## config.mk

```make
export PLATFORM = sky130hd
export DESIGN_NAME = proxy_v1_header_parser_unit
export DESIGN_NICKNAME = d
export VERILOG_FILES = /design/src/hdl/pv1hp_pkg.sv /design/src/hdl/pv1hp_addr_scan.sv /design/src/hdl/proxy_v1_header_parser_unit.sv
export SDC_FILE = /design/constraint.sdc
export NUM_CORES = 1
export LEC_CHECK = 0
export BUFFER_PORTS_ARGS = -buffer_cell sky130_fd_sc_hd__buf_4
export CORE_MARGIN = 3
export CORE_UTILIZATION = 50
export CTS_CLUSTER_DIAMETER = 120
export DETAILED_ROUTE_END_ITERATION = 12
export PLACE_DENSITY = 0.69
export SLEW_MARGIN = 20
export SYNTH_ARGS = -nofsm -noshare
export SYNTH_HDL_FRONTEND = slang
export SYNTH_SLANG_ARGS = --single-unit
```

## constraint.sdc

```tcl
create_clock -name clk_i -period 5.4 [get_ports clk_i]
set_clock_uncertainty 0.2 [all_clocks]
set_input_delay 0.54 -clock clk_i [delete_from_list [all_inputs] [get_ports clk_i]]
set_output_delay 0.54 -clock clk_i [all_outputs]
set_load 0.02 [all_outputs]
```

## src/hdl/pv1hp_pkg.sv

```systemverilog
`timescale 1ns / 1ps
// ============================================================================
// pv1hp_pkg: shared types and constants of the PROXY v1 header parser
// Holds the tag bytes, the character codes and the scanner status type.
// ============================================================================
package pv1hp_pkg;

  localparam int unsigned MAX_CHUNK_BYTES_DEF = 4096;
  localparam int unsigned HDR_LEN_W = 13;
  localparam int unsigned ADDR_W = 32;

  localparam int unsigned PROXY_TAG_LEN = 6;
  localparam int unsigned TCP4_TAG_LEN = 5;
  localparam int unsigned SCAN_FIRST_POS = 11;
  localparam int unsigned SCAN_LAST_POS = 25;

  localparam logic [7:0] PROXY_TAG [PROXY_TAG_LEN] = '{8'h50, 8'h52, 8'h4f, 8'h58, 8'h59, 8'h20};
  localparam logic [7:0] TCP4_TAG [TCP4_TAG_LEN] = '{8'h54, 8'h43, 8'h50, 8'h34, 8'h20};

  localparam logic [7:0] CHAR_CR = 8'h0d;
  localparam logic [7:0] CHAR_LF = 8'h0a;
  localparam logic [7:0] CHAR_NUL = 8'h00;
  localparam logic [7:0] CHAR_DOT = 8'h2e;
  localparam logic [7:0] CHAR_ZERO = 8'h30;
  localparam logic [7:0] CHAR_NINE = 8'h39;

  localparam logic [2:0] ADDR_DOTS = 3'd3;

  typedef struct packed {
    logic step;
    logic clear;
  } scan_ctrl_t;

  typedef struct packed {
    logic other_char;
    logic format_ok;
    logic [2:0] dot_count;
    logic [1:0] octet_digits;
    logic [7:0] octet_low;
    logic [23:0] shift_low;
  } scan_status_t;

endpackage

```

## src/hdl/pv1hp_addr_scan.sv

```systemverilog
`timescale 1ns / 1ps
// ============================================================================
// pv1hp_addr_scan: dotted-decimal IPv4 scanner
// Keeps the octet and dot state and reports the updated state for each byte.
// ============================================================================
module pv1hp_addr_scan (
  input  logic                    clk_i,
  input  logic                    rst_ni,
  input  pv1hp_pkg::scan_ctrl_t   ctrl_i,
  input  logic [7:0]              data_byte_i,
  output pv1hp_pkg::scan_status_t status_o
);
  import pv1hp_pkg::*;

  logic        ok_q, ok_d;
  logic [2:0]  dots_q, dots_d;
  logic [8:0]  val_q, val_d;
  logic [1:0]  digits_q, digits_d;
  logic [23:0] shift_q, shift_d;
  logic        is_digit, is_dot;
  logic [3:0]  digit;
  logic [11:0] prod;

  assign is_digit = (data_byte_i >= CHAR_ZERO) && (data_byte_i <= CHAR_NINE);
  assign is_dot = (data_byte_i == CHAR_DOT);
  assign digit = 4'(data_byte_i - CHAR_ZERO);
  assign prod = {val_q, 3'b000} + {2'b00, val_q, 1'b0} + {8'h00, digit};

  always_comb begin
    ok_d = ok_q;
    dots_d = dots_q;
    val_d = val_q;
    digits_d = digits_q;
    shift_d = shift_q;
    if (ctrl_i.step) begin
      if (is_digit) begin
        if (digits_q == 2'd0) begin
          val_d = {5'd0, digit};
          digits_d = 2'd1;
        end else begin
          if ((val_q == 9'd0) || (digits_q == 2'd3)) begin
            ok_d = 1'b0;
          end
          if (prod > 12'd255) begin
            ok_d = 1'b0;
            val_d = 9'd256;
          end else begin
            val_d = prod[8:0];
          end
          if (digits_q != 2'd3) begin
            digits_d = digits_q + 2'd1;
          end
        end
      end else if (is_dot) begin
        if (digits_q == 2'd0) begin
          ok_d = 1'b0;
        end
        shift_d = {shift_q[15:0], val_q[7:0]};
        if (dots_q != 3'd7) begin
          dots_d = dots_q + 3'd1;
        end
        val_d = 9'd0;
        digits_d = 2'd0;
      end
    end
  end

  always_ff @(posedge clk_i or negedge rst_ni) begin
    if (!rst_ni) begin
      ok_q <= 1'b1;
      dots_q <= '0;
      val_q <= '0;
      digits_q <= '0;
      shift_q <= '0;
    end else if (ctrl_i.clear) begin
      ok_q <= 1'b1;
      dots_q <= '0;
      val_q <= '0;
      digits_q <= '0;
      shift_q <= '0;
    end else begin
      ok_q <= ok_d;
      dots_q <= dots_d;
      val_q <= val_d;
      digits_q <= digits_d;
      shift_q <= shift_d;
    end
  end

  assign status_o.other_char = !is_digit && !is_dot;
  assign status_o.format_ok = ok_d;
  assign status_o.dot_count = dots_d;
  assign status_o.octet_digits = digits_d;
  assign status_o.octet_low = val_d[7:0];
  assign status_o.shift_low = shift_d;

endmodule

```

## src/hdl/proxy_v1_header_parser_unit.sv

```systemverilog
`timescale 1ns / 1ps
// ============================================================================
// proxy_v1_header_parser_unit: PROXY protocol v1 header parser
// Parses the first chunk of a connection, one byte per beat, and delivers
// header length and TCP4 source address when the chunk's last byte arrives.
// ============================================================================
// Throughput: one byte beat per cycle while the input is not stalled, including the last byte.
// Result: the result beat is valid in the cycle after the last byte is accepted,
//   set by the single result register behind the per-byte update logic.
// Input stall is raised only while a result is held and the output is stalled.
// Reset (rst_ni low, asynchronous) clears the parse state and drops out_valid_o.
module proxy_v1_header_parser_unit #(
  parameter int unsigned MAX_CHUNK_BYTES = pv1hp_pkg::MAX_CHUNK_BYTES_DEF
) (
  input  logic                              clk_i,
  input  logic                              rst_ni,
  input  logic                              in_valid_i,
  output logic                              in_stall_o,
  input  logic [7:0]                        data_byte_i,
  input  logic                              last_byte_i,
  input  logic                              parse_enable_i,
  output logic                              out_valid_o,
  input  logic                              out_stall_i,
  output logic [pv1hp_pkg::HDR_LEN_W-1:0]   header_length_o,
  output logic [pv1hp_pkg::ADDR_W-1:0]      real_ipv4_o,
  output logic                              ip_valid_o
);
  import pv1hp_pkg::*;

  // The position counter must be able to hold MAX_CHUNK_BYTES itself.
  localparam int unsigned POS_W = $clog2(MAX_CHUNK_BYTES + 1);
  localparam logic [POS_W-1:0] POS_MAX = POS_W'(MAX_CHUNK_BYTES);

  logic             accept;
  logic             in_range;
  logic [POS_W-1:0] pos_q, pos_d;
  logic [1:0]       flags_q, flags_d;
  logic             active_q, active_d;
  logic             prev_cr_q, prev_cr_d;
  logic [POS_W-1:0] crlf_q, crlf_d;
  logic             zero_q, zero_d;
  logic [2:0]       proxy_idx;
  logic [2:0]       tcp_idx;
  logic [3:0]       tcp_off;
  scan_ctrl_t       scan_ctrl;
  scan_status_t     scan_st;

  logic                 out_valid_q;
  logic [HDR_LEN_W-1:0] hdr_q, hdr_d;
  logic [ADDR_W-1:0]    addr_q, addr_d;
  logic                 ipv_q, ipv_d;
  logic                 proxy_ok;

  // A beat can always be taken unless a held result cannot leave this cycle.
  assign in_stall_o = out_valid_q && out_stall_i;
  assign accept = in_valid_i && !in_stall_o;

  // Bytes past the chunk limit only contribute their last-byte mark.
  assign in_range = (pos_q < POS_MAX);

  assign proxy_idx = pos_q[2:0];
  assign tcp_off = pos_q[3:0] - 4'd6;
  assign tcp_idx = tcp_off[2:0];

  // The address scanner steps only on scanned positions while the scan is live.
  assign scan_ctrl.step = accept && in_range && active_q
                       && (pos_q >= POS_W'(SCAN_FIRST_POS))
                       && (pos_q <= POS_W'(SCAN_LAST_POS));
  assign scan_ctrl.clear = accept && last_byte_i;

  pv1hp_addr_scan u_scan (
    .clk_i      (clk_i),
    .rst_ni     (rst_ni),
    .ctrl_i     (scan_ctrl),
    .data_byte_i(data_byte_i),
    .status_o   (scan_st)
  );

  // Per-byte update of prefix match, scan window and CRLF search.
  always_comb begin
    pos_d = pos_q;
    flags_d = flags_q;
    active_d = active_q;
    prev_cr_d = prev_cr_q;
    crlf_d = crlf_q;
    zero_d = zero_q;
    if (accept && in_range) begin
      if (pos_q < POS_W'(PROXY_TAG_LEN)) begin
        if (data_byte_i != PROXY_TAG[proxy_idx]) begin
          flags_d[0] = 1'b0;
        end
      end else if (pos_q < POS_W'(SCAN_FIRST_POS)) begin
        if (data_byte_i != TCP4_TAG[tcp_idx]) begin
          flags_d[1] = 1'b0;
        end
        // The scan opens after the space that ends "TCP4 " if both tags held.
        if (pos_q == POS_W'(SCAN_FIRST_POS - 1)) begin
          active_d = (flags_d == 2'b11);
        end
      end else if (pos_q <= POS_W'(SCAN_LAST_POS)) begin
        if (scan_ctrl.step && scan_st.other_char) begin
          active_d = 1'b0;
        end
        if (pos_q == POS_W'(SCAN_LAST_POS)) begin
          active_d = 1'b0;
        end
      end

      // The first CRLF fixes the header length; a NUL byte ends the search.
      if ((crlf_q == '0) && !zero_q) begin
        if (data_byte_i == CHAR_NUL) begin
          zero_d = 1'b1;
        end else if (prev_cr_q && (data_byte_i == CHAR_LF)) begin
          crlf_d = pos_q + POS_W'(1);
        end
      end
      prev_cr_d = (data_byte_i == CHAR_CR);
      pos_d = pos_q + POS_W'(1);
    end
  end

  // The result is built from the state as updated by the last byte itself.
  assign proxy_ok = flags_d[0] && (pos_d >= POS_W'(PROXY_TAG_LEN));

  always_comb begin
    hdr_d = '0;
    addr_d = '0;
    ipv_d = 1'b0;
    if (parse_enable_i && proxy_ok) begin
      hdr_d = HDR_LEN_W'(crlf_d);
      if (flags_d[1] && (pos_d >= POS_W'(SCAN_LAST_POS + 1)) && scan_st.format_ok
          && (scan_st.dot_count == ADDR_DOTS) && (scan_st.octet_digits != 2'd0)) begin
        addr_d = {scan_st.shift_low, scan_st.octet_low};
        ipv_d = 1'b1;
      end
    end
  end

  always_ff @(posedge clk_i or negedge rst_ni) begin
    if (!rst_ni) begin
      pos_q <= '0;
      flags_q <= 2'b11;
      active_q <= 1'b0;
      prev_cr_q <= 1'b0;
      crlf_q <= '0;
      zero_q <= 1'b0;
    end else if (accept && last_byte_i) begin
      // The last byte of a chunk starts the state over for the next chunk.
      pos_q <= '0;
      flags_q <= 2'b11;
      active_q <= 1'b0;
      prev_cr_q <= 1'b0;
      crlf_q <= '0;
      zero_q <= 1'b0;
    end else begin
      pos_q <= pos_d;
      flags_q <= flags_d;
      active_q <= active_d;
      prev_cr_q <= prev_cr_d;
      crlf_q <= crlf_d;
      zero_q <= zero_d;
    end
  end

  // Result register: loads on a last byte, empties when the beat is taken.
  always_ff @(posedge clk_i or negedge rst_ni) begin
    if (!rst_ni) begin
      out_valid_q <= 1'b0;
    end else if (accept && last_byte_i) begin
      out_valid_q <= 1'b1;
    end else if (!out_stall_i) begin
      out_valid_q <= 1'b0;
    end
  end

  always_ff @(posedge clk_i) begin
    if (accept && last_byte_i) begin
      hdr_q <= hdr_d;
      addr_q <= addr_d;
      ipv_q <= ipv_d;
    end
  end

  assign out_valid_o = out_valid_q;
  assign header_length_o = hdr_q;
  assign real_ipv4_o = addr_q;
  assign ip_valid_o = ipv_q;

`ifndef SYNTHESIS
  a_stall_only_when_held: assert property (@(posedge clk_i) disable iff (!rst_ni)
    in_stall_o |-> out_valid_o)
    else $error("input stalled without a held result");

  a_last_gives_result: assert property (@(posedge clk_i) disable iff (!rst_ni)
    (in_valid_i && !in_stall_o && last_byte_i) |=> out_valid_o)
    else $error("last byte accepted but no result presented");

  a_last_restarts: assert property (@(posedge clk_i) disable iff (!rst_ni)
    (in_valid_i && !in_stall_o && last_byte_i) |=> (pos_q == '0) && (flags_q == 2'b11))
    else $error("parse state not restarted after last byte");

  a_no_addr_without_valid: assert property (@(posedge clk_i) disable iff (!rst_ni)
    (out_valid_o && !ip_valid_o) |-> (real_ipv4_o == '0))
    else $error("address reported without valid flag");

  a_pos_bounded: assert property (@(posedge clk_i) disable iff (!rst_ni)
    pos_q <= POS_MAX)
    else $error("byte position beyond chunk limit");
`endif

endmodule

```

==> run summary, run 1 <==
ROUTING
-----------------------------------------------------------------------------------------
Routed wire per std cell                                                          17.8 um
DRT Wirelength                                                                   15200 um
Via total after detailed routing                                                     4958
First DRT Iteration DRCs                                                              425
First drt pass iteration count                                                          5
Detailed-route DRC error count                                                          0
Drt via density                                                                      5.81
Antenna viol nets, final                                                                0

SETUP PATH
-----------------------------------------------------------------------------------------
CP startpoint kind                                                               register
Start of the worst register-to-register path                                 pos_q[2]$_DFF_PN0_
Worst Setup End Kind                                                             register
Worst Path Required                                                               5.31 ns
CP startpoint                                                                pos_q[2]$_DFF_PN0_
Data arrival time of the critical path                                            4.10 ns
Crit Path Category                                                             reg -> reg
CP max FO                                                                              16

SYNTHESIS
-----------------------------------------------------------------------------------------
Most frequently used flop master after synthesis                             sky130_fd_sc_hd__dfrtp_1
Net Count, Synth                                                                      669
Cells after Synth                                                                     627
Number of warnings reported in the yosys synthesis log                                  0
Share of synthesized area occupied by flip-flops and latches                        48.9%
Cell Area, Synth                                                              0.00647 mm2
Proportion of register bits with asynchronous set or reset after synthesis          60.7%
Avg Inst Size Synth                                                              10.3 um2
Number of enable-type register cells in the synthesized netlist                        46
Post-synthesis cell type count                                                         76
Count of state elements after synthesis                                               117

STA
-----------------------------------------------------------------------------------------
Fraction of the cycle the final worst path needs                                    77.6%
Final hold viol count                                                                   0
Setup repair after global routing missed its margin                                    no
Final sum of negative setup slack                                                    0 ns
Final count of pins violating max slew                                                  0
Slew of the pin with the lowest slew margin                                       1.02 ns
Endpoints failing setup                                                                 0
Crit path time final                                                              4.19 ns
Max transition margin                                                               31.2%
Max Clock Freq                                                                  0.239 GHz

GRT
-----------------------------------------------------------------------------------------
Leftover overflow at the end of global routing                                          0
GR Util All Layers                                                                  22.0%
Number of antenna violations at the first check in global routing                       0
Pin count of the biggest net entering global routing                                   72
Number of global-route vias before repair                                            4914
Global-route wire length before repair                                           25100 um

OUTCOME
-----------------------------------------------------------------------------------------
Status                                                                       finished, final reports clean

CLOCK NETWORK
-----------------------------------------------------------------------------------------
Clock sink total                                                                      117
Clock root cell                                                              sky130_fd_sc_hd__clkbuf_16
Clk buf depth                                                                           2
CTS clk-pin slew, worst paths                                                     0.06 ns
TritonCTS clock tree                                                                 done
Deepest level of the CTS H-tree                                                         4
Number of setup buffers added after CTS                                                 0
Source-to-sink clock delay at the later pin of the worst-skew pair                0.41 ns
Count of hold-fix buffers inserted at cts                                               0
Post_cts resized                                                                        0
Inserted Clock Buffers                                                                 17

FLOORPLANNING
-----------------------------------------------------------------------------------------
Initial cell density of the core                                                    52.5%
Die Height                                                                         120 um
Core region area                                                               0.0123 mm2
Die boundary width                                                                 120 um
Die area                                                                       0.0143 mm2
Number of placed I/O pins                                                              62
Count of standard-cell rows                                                            40

POWER AND IR DROP
-----------------------------------------------------------------------------------------
Power per cell area                                                            323 mW/mm2
Worst-case vdd ir drop                                                           0.176 mV
Total power after layout                                                        0.00245 W
Pleak                                                                             3.16 nW

CELLS AND AREA
-----------------------------------------------------------------------------------------
Share of post-route cells with drive strength above 1                               20.8%
Area added between synthesis and finish                                             17.0%
Cell Count, Final, Fillers Out                                                        854
Layout fillers                                                                       1060
Net count of the finished layout                                                      715
ANT cells                                                                               0

WORST HOLD PATH
-----------------------------------------------------------------------------------------
Classification of the worst-slack hold path                                   in -> async

PLACED DESIGN
-----------------------------------------------------------------------------------------
Number of cells after detailed placement                                              822
Final weighted congestion of routability-driven global placement                    0.900
Detailed placer's ending HPWL                                                    10600 um
Number of buffer cells added on primary ports                                          61

RUN
-----------------------------------------------------------------------------------------
Max-cap violations                                                                      0

## layer usage
layer	share of wire, %	GRT usage, %	vias up
li1	-	-	2336
met1	46	31.4	2438
met2	46	34.6	170
met3	6.4	4.34	14
met4	0.92	5.87	0
met5	0	0	-
## state kept, by name (all words and copies together) (netlist names)
signal / flops
zero_q: 1
crlf_q: 13
u_scan.dots_q: 3
ip_valid_o: 1
u_scan.val_q: 9
real_ipv4_o: 32
out_valid_o: 1
u_scan.ok_q: 1
pos_q: 13
prev_cr_q: 1
header_length_o: 13
u_scan.digits_q: 2
flags_q: 2
active_q: 1
u_scan.shift_q: 24
## power breakdown
group	internal [W]	switching, W
Clock	0.000682	0.000412
Sequential	0.000959	0.0000480
Combinational	0.000125	0.000219
Total	0.00177	0.000679
## placed cells by master, fill, tap and decap left out, types with 5 or more instances in the layout
cell and count:
sky130_fd_sc_hd__a211oi_1 5, sky130_fd_sc_hd__a21oi_1 36, sky130_fd_sc_hd__a22o_1 5, sky130_fd_sc_hd__a22oi_1 5, sky130_fd_sc_hd__and3_1 6, sky130_fd_sc_hd__buf_4 65
sky130_fd_sc_hd__clkbuf_16 17, sky130_fd_sc_hd__clkinv_4 6, sky130_fd_sc_hd__dfrtp_1 68, sky130_fd_sc_hd__edfxtp_1 46, sky130_fd_sc_hd__ha_1 26, sky130_fd_sc_hd__inv_1 19
sky130_fd_sc_hd__mux2i_1 27, sky130_fd_sc_hd__nand2_1 32, sky130_fd_sc_hd__nand2b_1 6, sky130_fd_sc_hd__nand3_1 15, sky130_fd_sc_hd__nand4_1 5, sky130_fd_sc_hd__nor2_1 109
sky130_fd_sc_hd__nor2_2 19, sky130_fd_sc_hd__nor2_4 10, sky130_fd_sc_hd__nor2b_1 5, sky130_fd_sc_hd__nor3_1 11, sky130_fd_sc_hd__nor4_1 10, sky130_fd_sc_hd__o21ai_0 16
sky130_fd_sc_hd__xnor2_1 20, sky130_fd_sc_hd__xor2_1 10
## final cells by class
class                           instances  area [um2]  area share [%]
Timing Repair Buffer                   65         488            6.45
Tap cell                              168         210            2.78
Inverter                               20        76.3            1.01
Sequential cell                       117        3160            41.8
Clock inverter                         14         153            2.02
Clock buffer                           18         429            5.68
Multi-Input combinational cell        452        3040            40.3
## logic make-up after synthesis
| kind of cell | count (synthesis) | share of synthesized area [%] |
|---|---|---|
| fa+ha+maj | 28 | 5.65 |
| compound gates | 113 | 12.0 |
| mux | 28 | 4.41 |
| xor+xnor | 30 | 4.06 |
| simple gates | 253 | 20.8 |
| buf+inv | 58 | 4.16 |
| flops | 117 | 48.9 |
## per-stage QoR
step           setup WS, ns  cell area [um2]  hold WS, ns  utilization, %
2_1_floorplan          1.51             6470       0.0444               -
3_3_place_gp           1.20             6980        0.288            56.7
3_5_place_dp           1.09             6980        0.304            56.7
4_1_cts                1.30             7560       0.0912            61.4
5_1_grt                1.03             7560        0.120            61.4
6_report               1.21             7560       0.0555            61.4
## synthesized netlist by cell type, types with 3 or more instances
cell type / n / area [um2]
sky130_fd_sc_hd__ha_1: 26 / 325
sky130_fd_sc_hd__nand2b_1: 6 / 37.5
sky130_fd_sc_hd__dfstp_2: 3 / 78.8
sky130_fd_sc_hd__nand3_1: 15 / 75.1
sky130_fd_sc_hd__mux2i_1: 27 / 270
sky130_fd_sc_hd__a32oi_1: 4 / 35.0
sky130_fd_sc_hd__inv_1: 19 / 71.3
sky130_fd_sc_hd__nor2b_1: 5 / 31.3
sky130_fd_sc_hd__a22oi_1: 5 / 37.5
sky130_fd_sc_hd__nor2_2: 19 / 119
sky130_fd_sc_hd__and3_1: 6 / 37.5
sky130_fd_sc_hd__nor3b_1: 4 / 30.0
sky130_fd_sc_hd__a21oi_1: 36 / 180
sky130_fd_sc_hd__clkbuf_1: 20 / 75.1
sky130_fd_sc_hd__o31ai_1: 3 / 22.5
sky130_fd_sc_hd__buf_2: 11 / 55.1
sky130_fd_sc_hd__nand4_1: 5 / 31.3
sky130_fd_sc_hd__nor2_4: 10 / 113
sky130_fd_sc_hd__nor4_1: 10 / 62.6
sky130_fd_sc_hd__buf_6: 3 / 33.8
sky130_fd_sc_hd__xor2_1: 10 / 87.6
sky130_fd_sc_hd__nor4_2: 3 / 37.5
sky130_fd_sc_hd__a211oi_1: 5 / 37.5
sky130_fd_sc_hd__a21o_1: 4 / 30.0
sky130_fd_sc_hd__edfxtp_1: 46 / 1380
sky130_fd_sc_hd__nor3_1: 11 / 55.1
sky130_fd_sc_hd__dfrtp_1: 68 / 1700
sky130_fd_sc_hd__o311ai_0: 3 / 26.3
sky130_fd_sc_hd__nand2_1: 32 / 120
sky130_fd_sc_hd__a22o_1: 5 / 43.8
sky130_fd_sc_hd__o21ai_0: 16 / 80.1
sky130_fd_sc_hd__nor2_1: 109 / 409
sky130_fd_sc_hd__xnor2_1: 20 / 175
## worst max-delay path, stage by stage (launching register included)
cell and delay, ns:
sky130_fd_sc_hd__dfrtp_1 0.69, sky130_fd_sc_hd__ha_1 0.31, sky130_fd_sc_hd__nand4_2 0.28, sky130_fd_sc_hd__nor3_1 0.41, sky130_fd_sc_hd__a21oi_1 0.15, sky130_fd_sc_hd__a2111oi_0 0.72
sky130_fd_sc_hd__nand3_1 0.15, sky130_fd_sc_hd__o21ai_1 0.83, sky130_fd_sc_hd__nor2_1 0.15
## path summary, 6_finish.rpt
| kind | end | slack [ns] | depth (start not counted) |
|---|---|---|---|
| worst max-delay path | header_length_o[1]$_SDFFCE_PN0P_ | 1.21 | 8 |
| worst min-delay path | pos_q[11]$_DFF_PN0_ | 0.06 | 1 |
| worst max register to register | header_length_o[1]$_SDFFCE_PN0P_ | 1.21 | 8 |
| worst min register to register | zero_q$_DFFE_PN0P_ | 0.31 | 2 |
| max in group asynchronous | u_scan.val_q[0]$_DFF_PN0_ | 4.33 | 1 |
| min in group clk_i | out_valid_o$_DFFE_PN0P_ | 0.29 | 3 |
Power figures use the tool's default switching activity.
==> run 2, diff against run 1 <==
--- a/config.mk
+++ b/config.mk
@@ -5,6 +5,7 @@
 export SDC_FILE = /design/constraint.sdc
 export NUM_CORES = 1
 export LEC_CHECK = 0
+export ABC_AREA = 1
 export BUFFER_PORTS_ARGS = -buffer_cell sky130_fd_sc_hd__buf_4
 export CORE_MARGIN = 3
 export CORE_UTILIZATION = 50
==> constraint.sdc (replaced) <==
create_clock -name clk_i -period 4.4 [get_ports clk_i]
set_clock_uncertainty 0.2 [all_clocks]
set_input_delay 0.44 -clock clk_i [delete_from_list [all_inputs] [get_ports clk_i]]
set_output_delay 0.44 -clock clk_i [all_outputs]
set_load 0.02 [all_outputs]
==> run summary, run 2 <==
SYNTHESIS
-----------------------------------------------------------------------------------------
Cells after Synth                                                                     742   +18%
Cell Area, Synth                                                              0.00673 mm2   +4.0%
Dominant cell type by area after synthesis                                   sky130_fd_sc_hd__dfrtp_1
Number of warnings reported in the yosys synthesis log                                  0   unchanged
Commonest cells in the netlist                                               sky130_fd_sc_hd__nand2_1, sky130_fd_sc_hd__nor2_1, sky130_fd_sc_hd__inv_1
Leading cell type by number of instances after synthesis                     sky130_fd_sc_hd__nand2_1
Yosys top cell area share                                                           25.3%   -1.0 points
Net Count, Synth                                                                      784   +17%
Number of enable-type register cells in the synthesized netlist                        46   unchanged
Avg Inst Size Synth                                                              9.07 um2   -12%
Share of synthesized area occupied by flip-flops and latches                        47.0%   -1.9 points
Post-synthesis cell type count                                                         50   -34%
Leading cell types by total area after synthesis                             sky130_fd_sc_hd__dfrtp_1, sky130_fd_sc_hd__edfxtp_1, sky130_fd_sc_hd__nand2_1
Most frequently used flop master after synthesis                             sky130_fd_sc_hd__dfrtp_1
Proportion of register bits with asynchronous set or reset after synthesis          60.7%   unchanged
Count of state elements after synthesis                                               117   unchanged

STA
-----------------------------------------------------------------------------------------
Fraction of the cycle the final worst path needs                                    81.5%   +3.9 points
Crit path time final                                                              3.59 ns   -0.604 ns
Slew of the pin with the lowest slew margin                                      0.923 ns   -0.102 ns
Max Clock Freq                                                                  0.279 GHz   +17%
Final count of pins violating max slew                                                  0   unchanged
Endpoints failing setup                                                                 0   unchanged
Max transition margin                                                               38.5%   +7.2 points
Setup repair after global routing missed its margin                                    no
Final hold viol count                                                                   0   unchanged
Final sum of negative setup slack                                                    0 ns   unchanged

CLOCK NETWORK
-----------------------------------------------------------------------------------------
TritonCTS clock tree                                                                 done
Clk buf depth                                                                           2   unchanged
Clock sink total                                                                      117   unchanged
Post_cts resized                                                                        0   unchanged
Deepest level of the CTS H-tree                                                         4   unchanged
Source-to-sink clock delay at the later pin of the worst-skew pair                0.40 ns   about the same
Inserted Clock Buffers                                                                 17   unchanged
Clock root cell                                                              sky130_fd_sc_hd__clkbuf_16
CTS clk-pin slew, worst paths                                                     0.05 ns   about the same

POWER AND IR DROP
-----------------------------------------------------------------------------------------
Internal portion of total power                                                 0.00224 W   +27%
Combinational share of power                                                        15.3%   +1.2 points
Seq pwr share                                                                       40.2%   -1.0 points
Worst-case vdd ir drop                                                           0.280 mV   +59%
Power per cell area                                                            394 mW/mm2   +22%
Fraction of power spent switching nets                                              27.8%   +0.049 points
Relative contribution of the clock network to total power                           44.5%   -0.3 points
P_sw                                                                           0.000865 W   +27%
Pleak                                                                             3.71 nW   +17%

FLOORPLANNING
-----------------------------------------------------------------------------------------
Number of placed I/O pins                                                              62   unchanged
Die Height                                                                         122 um   +1.9%
Die boundary width                                                                 122 um   +1.9%
Initial cell density of the core                                                    52.2%   -0.28 points
Count of standard-cell rows                                                            41   +2.5%
Core region area                                                               0.0129 mm2   +4.6%
Die area                                                                       0.0149 mm2   +3.8%

ROUTING
-----------------------------------------------------------------------------------------
DRT Wirelength                                                                   15000 um   -1.2%
Detailed-route DRC error count                                                          0   unchanged
First DRT Iteration DRCs                                                              538   +27%
Routed wire per std cell                                                          15.1 um   -15%
Via total after detailed routing                                                     5188   +4.6%
First drt pass iteration count                                                          5   unchanged
Antenna viol nets, final                                                                0   unchanged
Drt via density                                                                      5.22   -10%

SETUP PATH
-----------------------------------------------------------------------------------------
Worst path bufs/invs                                                                    3   +3
Start of the worst register-to-register path                                 u_scan.val_q[0]$_DFF_PN0_
Slack of the worst reg-to-reg path                                                0.81 ns   -0.40 ns
Data arrival time of the critical path                                            3.65 ns   -0.45 ns
CP max FO                                                                              19   +3
CP startpoint kind                                                               register
Worst Path Required                                                               4.47 ns   -0.84 ns
Crit Path Category                                                             reg -> reg
Most numerous cell on the critical path                                      sky130_fd_sc_hd__nand2_1
Ordered cell list for the critical path                                      inv_1 -> fa_1 -> inv_1 -> fa_1 -> nand3_1 -> nand3_1 -> nand2_1 -> nand2_1 -> nand2_1 -> nand3_1 -> nor2_1 -> nand3_1 -> nand2_1 -> nand2_1 -> a21oi_2 -> nand2_4 -> buf_12 -> nor2_4
Worst R2R End                                                                real_ipv4_o[3]$_SDFFCE_PN0P_
Slowest cell delay on critical path                                               0.51 ns   -0.32 ns
Crit-path leading delay family                                               simple AND/OR/NAND/NOR gates
Slowest cell on the critical path                                            sky130_fd_sc_hd__fa_1
R2R depth                                                                              18   +10
Worst Setup End Kind                                                             register

CELLS AND AREA
-----------------------------------------------------------------------------------------
ANT cells                                                                               0   unchanged
Highest-count cells in the layout ignoring fill and taps                     sky130_fd_sc_hd__nand2_1, sky130_fd_sc_hd__nor2_1, sky130_fd_sc_hd__inv_1
Post-route cell area                                                          0.00790 mm2   +4.5%
Commonest non-fill, non-tap cell in the layout                               sky130_fd_sc_hd__nand2_1
Share of post-route cells with drive strength above 1                               20.8%   -0.043 points
Core occupancy in the finished layout                                               61.3%   -0.078 points
Net count of the finished layout                                                      851   +19%
Area added between synthesis and finish                                             17.4%
Number of flip-flops in the largest register                                           32   unchanged

OUTCOME
-----------------------------------------------------------------------------------------
Status                                                                       finished, final reports clean

GRT
-----------------------------------------------------------------------------------------
Global-route wire length before repair                                           25000 um   -0.39%
Leftover overflow at the end of global routing                                          0   unchanged
GR Util All Layers                                                                  21.3%   -0.71 points
Number of antenna violations at the first check in global routing                       0   unchanged
Number of global-route vias before repair                                            5103   +3.8%
Pin count of the biggest net entering global routing                                   72   unchanged

WORST HOLD PATH
-----------------------------------------------------------------------------------------
Worst hold endpoint                                                          out_valid_o$_DFFE_PN0P_
Startpoint of the tightest hold check path                                    out_stall_i
Number of stages on the worst hold path                                                 3
Classification of the worst-slack hold path                                     in -> reg

PLACED DESIGN
-----------------------------------------------------------------------------------------
Final weighted congestion of routability-driven global placement                    0.886   -1.6%
Number of buffer cells added on primary ports                                          61   unchanged
Placement-stage cell area                                                     0.00729 mm2   +4.4%
Detailed placer's ending HPWL                                                    11000 um   +4.2%

RUN
-----------------------------------------------------------------------------------------
Max-cap violations                                                                      0   unchanged

## run 2: cell count changes after synthesis, moves of 7 or more
cell / delta
sky130_fd_sc_hd__nor2_2: -14
sky130_fd_sc_hd__nand2_2: +8
sky130_fd_sc_hd__nor2_1: +17
sky130_fd_sc_hd__nand3_1: +25
sky130_fd_sc_hd__nor4_1: -7
sky130_fd_sc_hd__nor2_4: +23
sky130_fd_sc_hd__inv_1: +53
sky130_fd_sc_hd__nand2_1: +105
sky130_fd_sc_hd__xnor2_1: -18
sky130_fd_sc_hd__a21oi_1: -7
sky130_fd_sc_hd__buf_2: -8
sky130_fd_sc_hd__clkbuf_1: -13
sky130_fd_sc_hd__nand4_1: +7
## run 2: power by group through the flow
stage               logic, W  clock network, W  registers [W]
floorplan           0.000340                 0        0.00126
global placement    0.000460                 0        0.00127
detailed placement  0.000471                 0        0.00127
CTS                 0.000476           0.00140        0.00125
global route        0.000531           0.00145        0.00126
finish              0.000475           0.00138        0.00125
## run 2: layer usage
layer,vias to the layer above,share of wire [%],global-route usage (%)
li1,2568,-,-
met1,2473,44,28.0
met2,129,51,36.2
met3,18,4.2,4.22
met4,0,1.2,5.46
met5,-,0,0
## run 2: layout make-up
cell class | instances | area (um2)
Clock buffer | 20 | 447
Clock inverter | 12 | 153
Fill cell | 1081 | 4980
Inverter | 80 | 304
Multi-Input combinational cell | 526 | 3100
Sequential cell | 117 | 3160
Tap cell | 172 | 215
Timing Repair Buffer | 67 | 518
## run 2: through the flow
| stage | setup slack (ns) | hold slack [ns] | total power (W) | cells |
|---|---|---|---|---|
| final | 0.813 | 0.0745 | 0.00311 | 994 |
| after global routing | 0.563 | 0.0819 | 0.00324 | 994 |
| after CTS | 0.802 | 0.0592 | 0.00313 | 994 |
| after detailed placement | 0.653 | 0.270 | 0.00174 | 961 |
| after global placement | 0.745 | 0.257 | 0.00173 | 961 |
| after floorplan | 1.26 | -0.0556 | 0.00160 | 742 |
## run 2: kinds of logic after synthesis
family | share of synthesized area, %
buffers and inverters | 6.90
xor gates and xnor gates | 1.43
AOI/OAI and AO/OA | 5.73
DFF | 47.0
and+or+nand+nor | 29.8
muxes | 3.74
adders and majority gates | 5.43
## run 2: how the worst max path moves through the flow
stage | from | end | slack (ns) | cells past startpoint
floorplan | data_byte_i[3] | real_ipv4_o[3]$_SDFFCE_PN0P_ | 1.26 | 18
global placement | data_byte_i[3] | real_ipv4_o[3]$_SDFFCE_PN0P_ | 0.74 | 19
detailed placement | data_byte_i[3] | real_ipv4_o[3]$_SDFFCE_PN0P_ | 0.65 | 19
CTS | u_scan.val_q[2]$_DFF_PN0_ | real_ipv4_o[3]$_SDFFCE_PN0P_ | 0.80 | 18
global route | u_scan.val_q[2]$_DFF_PN0_ | real_ipv4_o[3]$_SDFFCE_PN0P_ | 0.56 | 18
finish | u_scan.val_q[0]$_DFF_PN0_ | real_ipv4_o[3]$_SDFFCE_PN0P_ | 0.81 | 18
## run 2: tightest hold or removal path, stage by stage
cell	delay, ns
sky130_fd_sc_hd__buf_4	0.08
sky130_fd_sc_hd__nand2_2	0.06
sky130_fd_sc_hd__nand2_1	0.06
## run 2: repair_timing
| item | in CTS | in global routing |
|---|---|---|
| setup buffers | 0 | 0 |
| endpoints found under the hold margin | 3 | 0 |
| setup endpoints to repair | 0 | 0 |
| hold buffers | 1 | 0 |
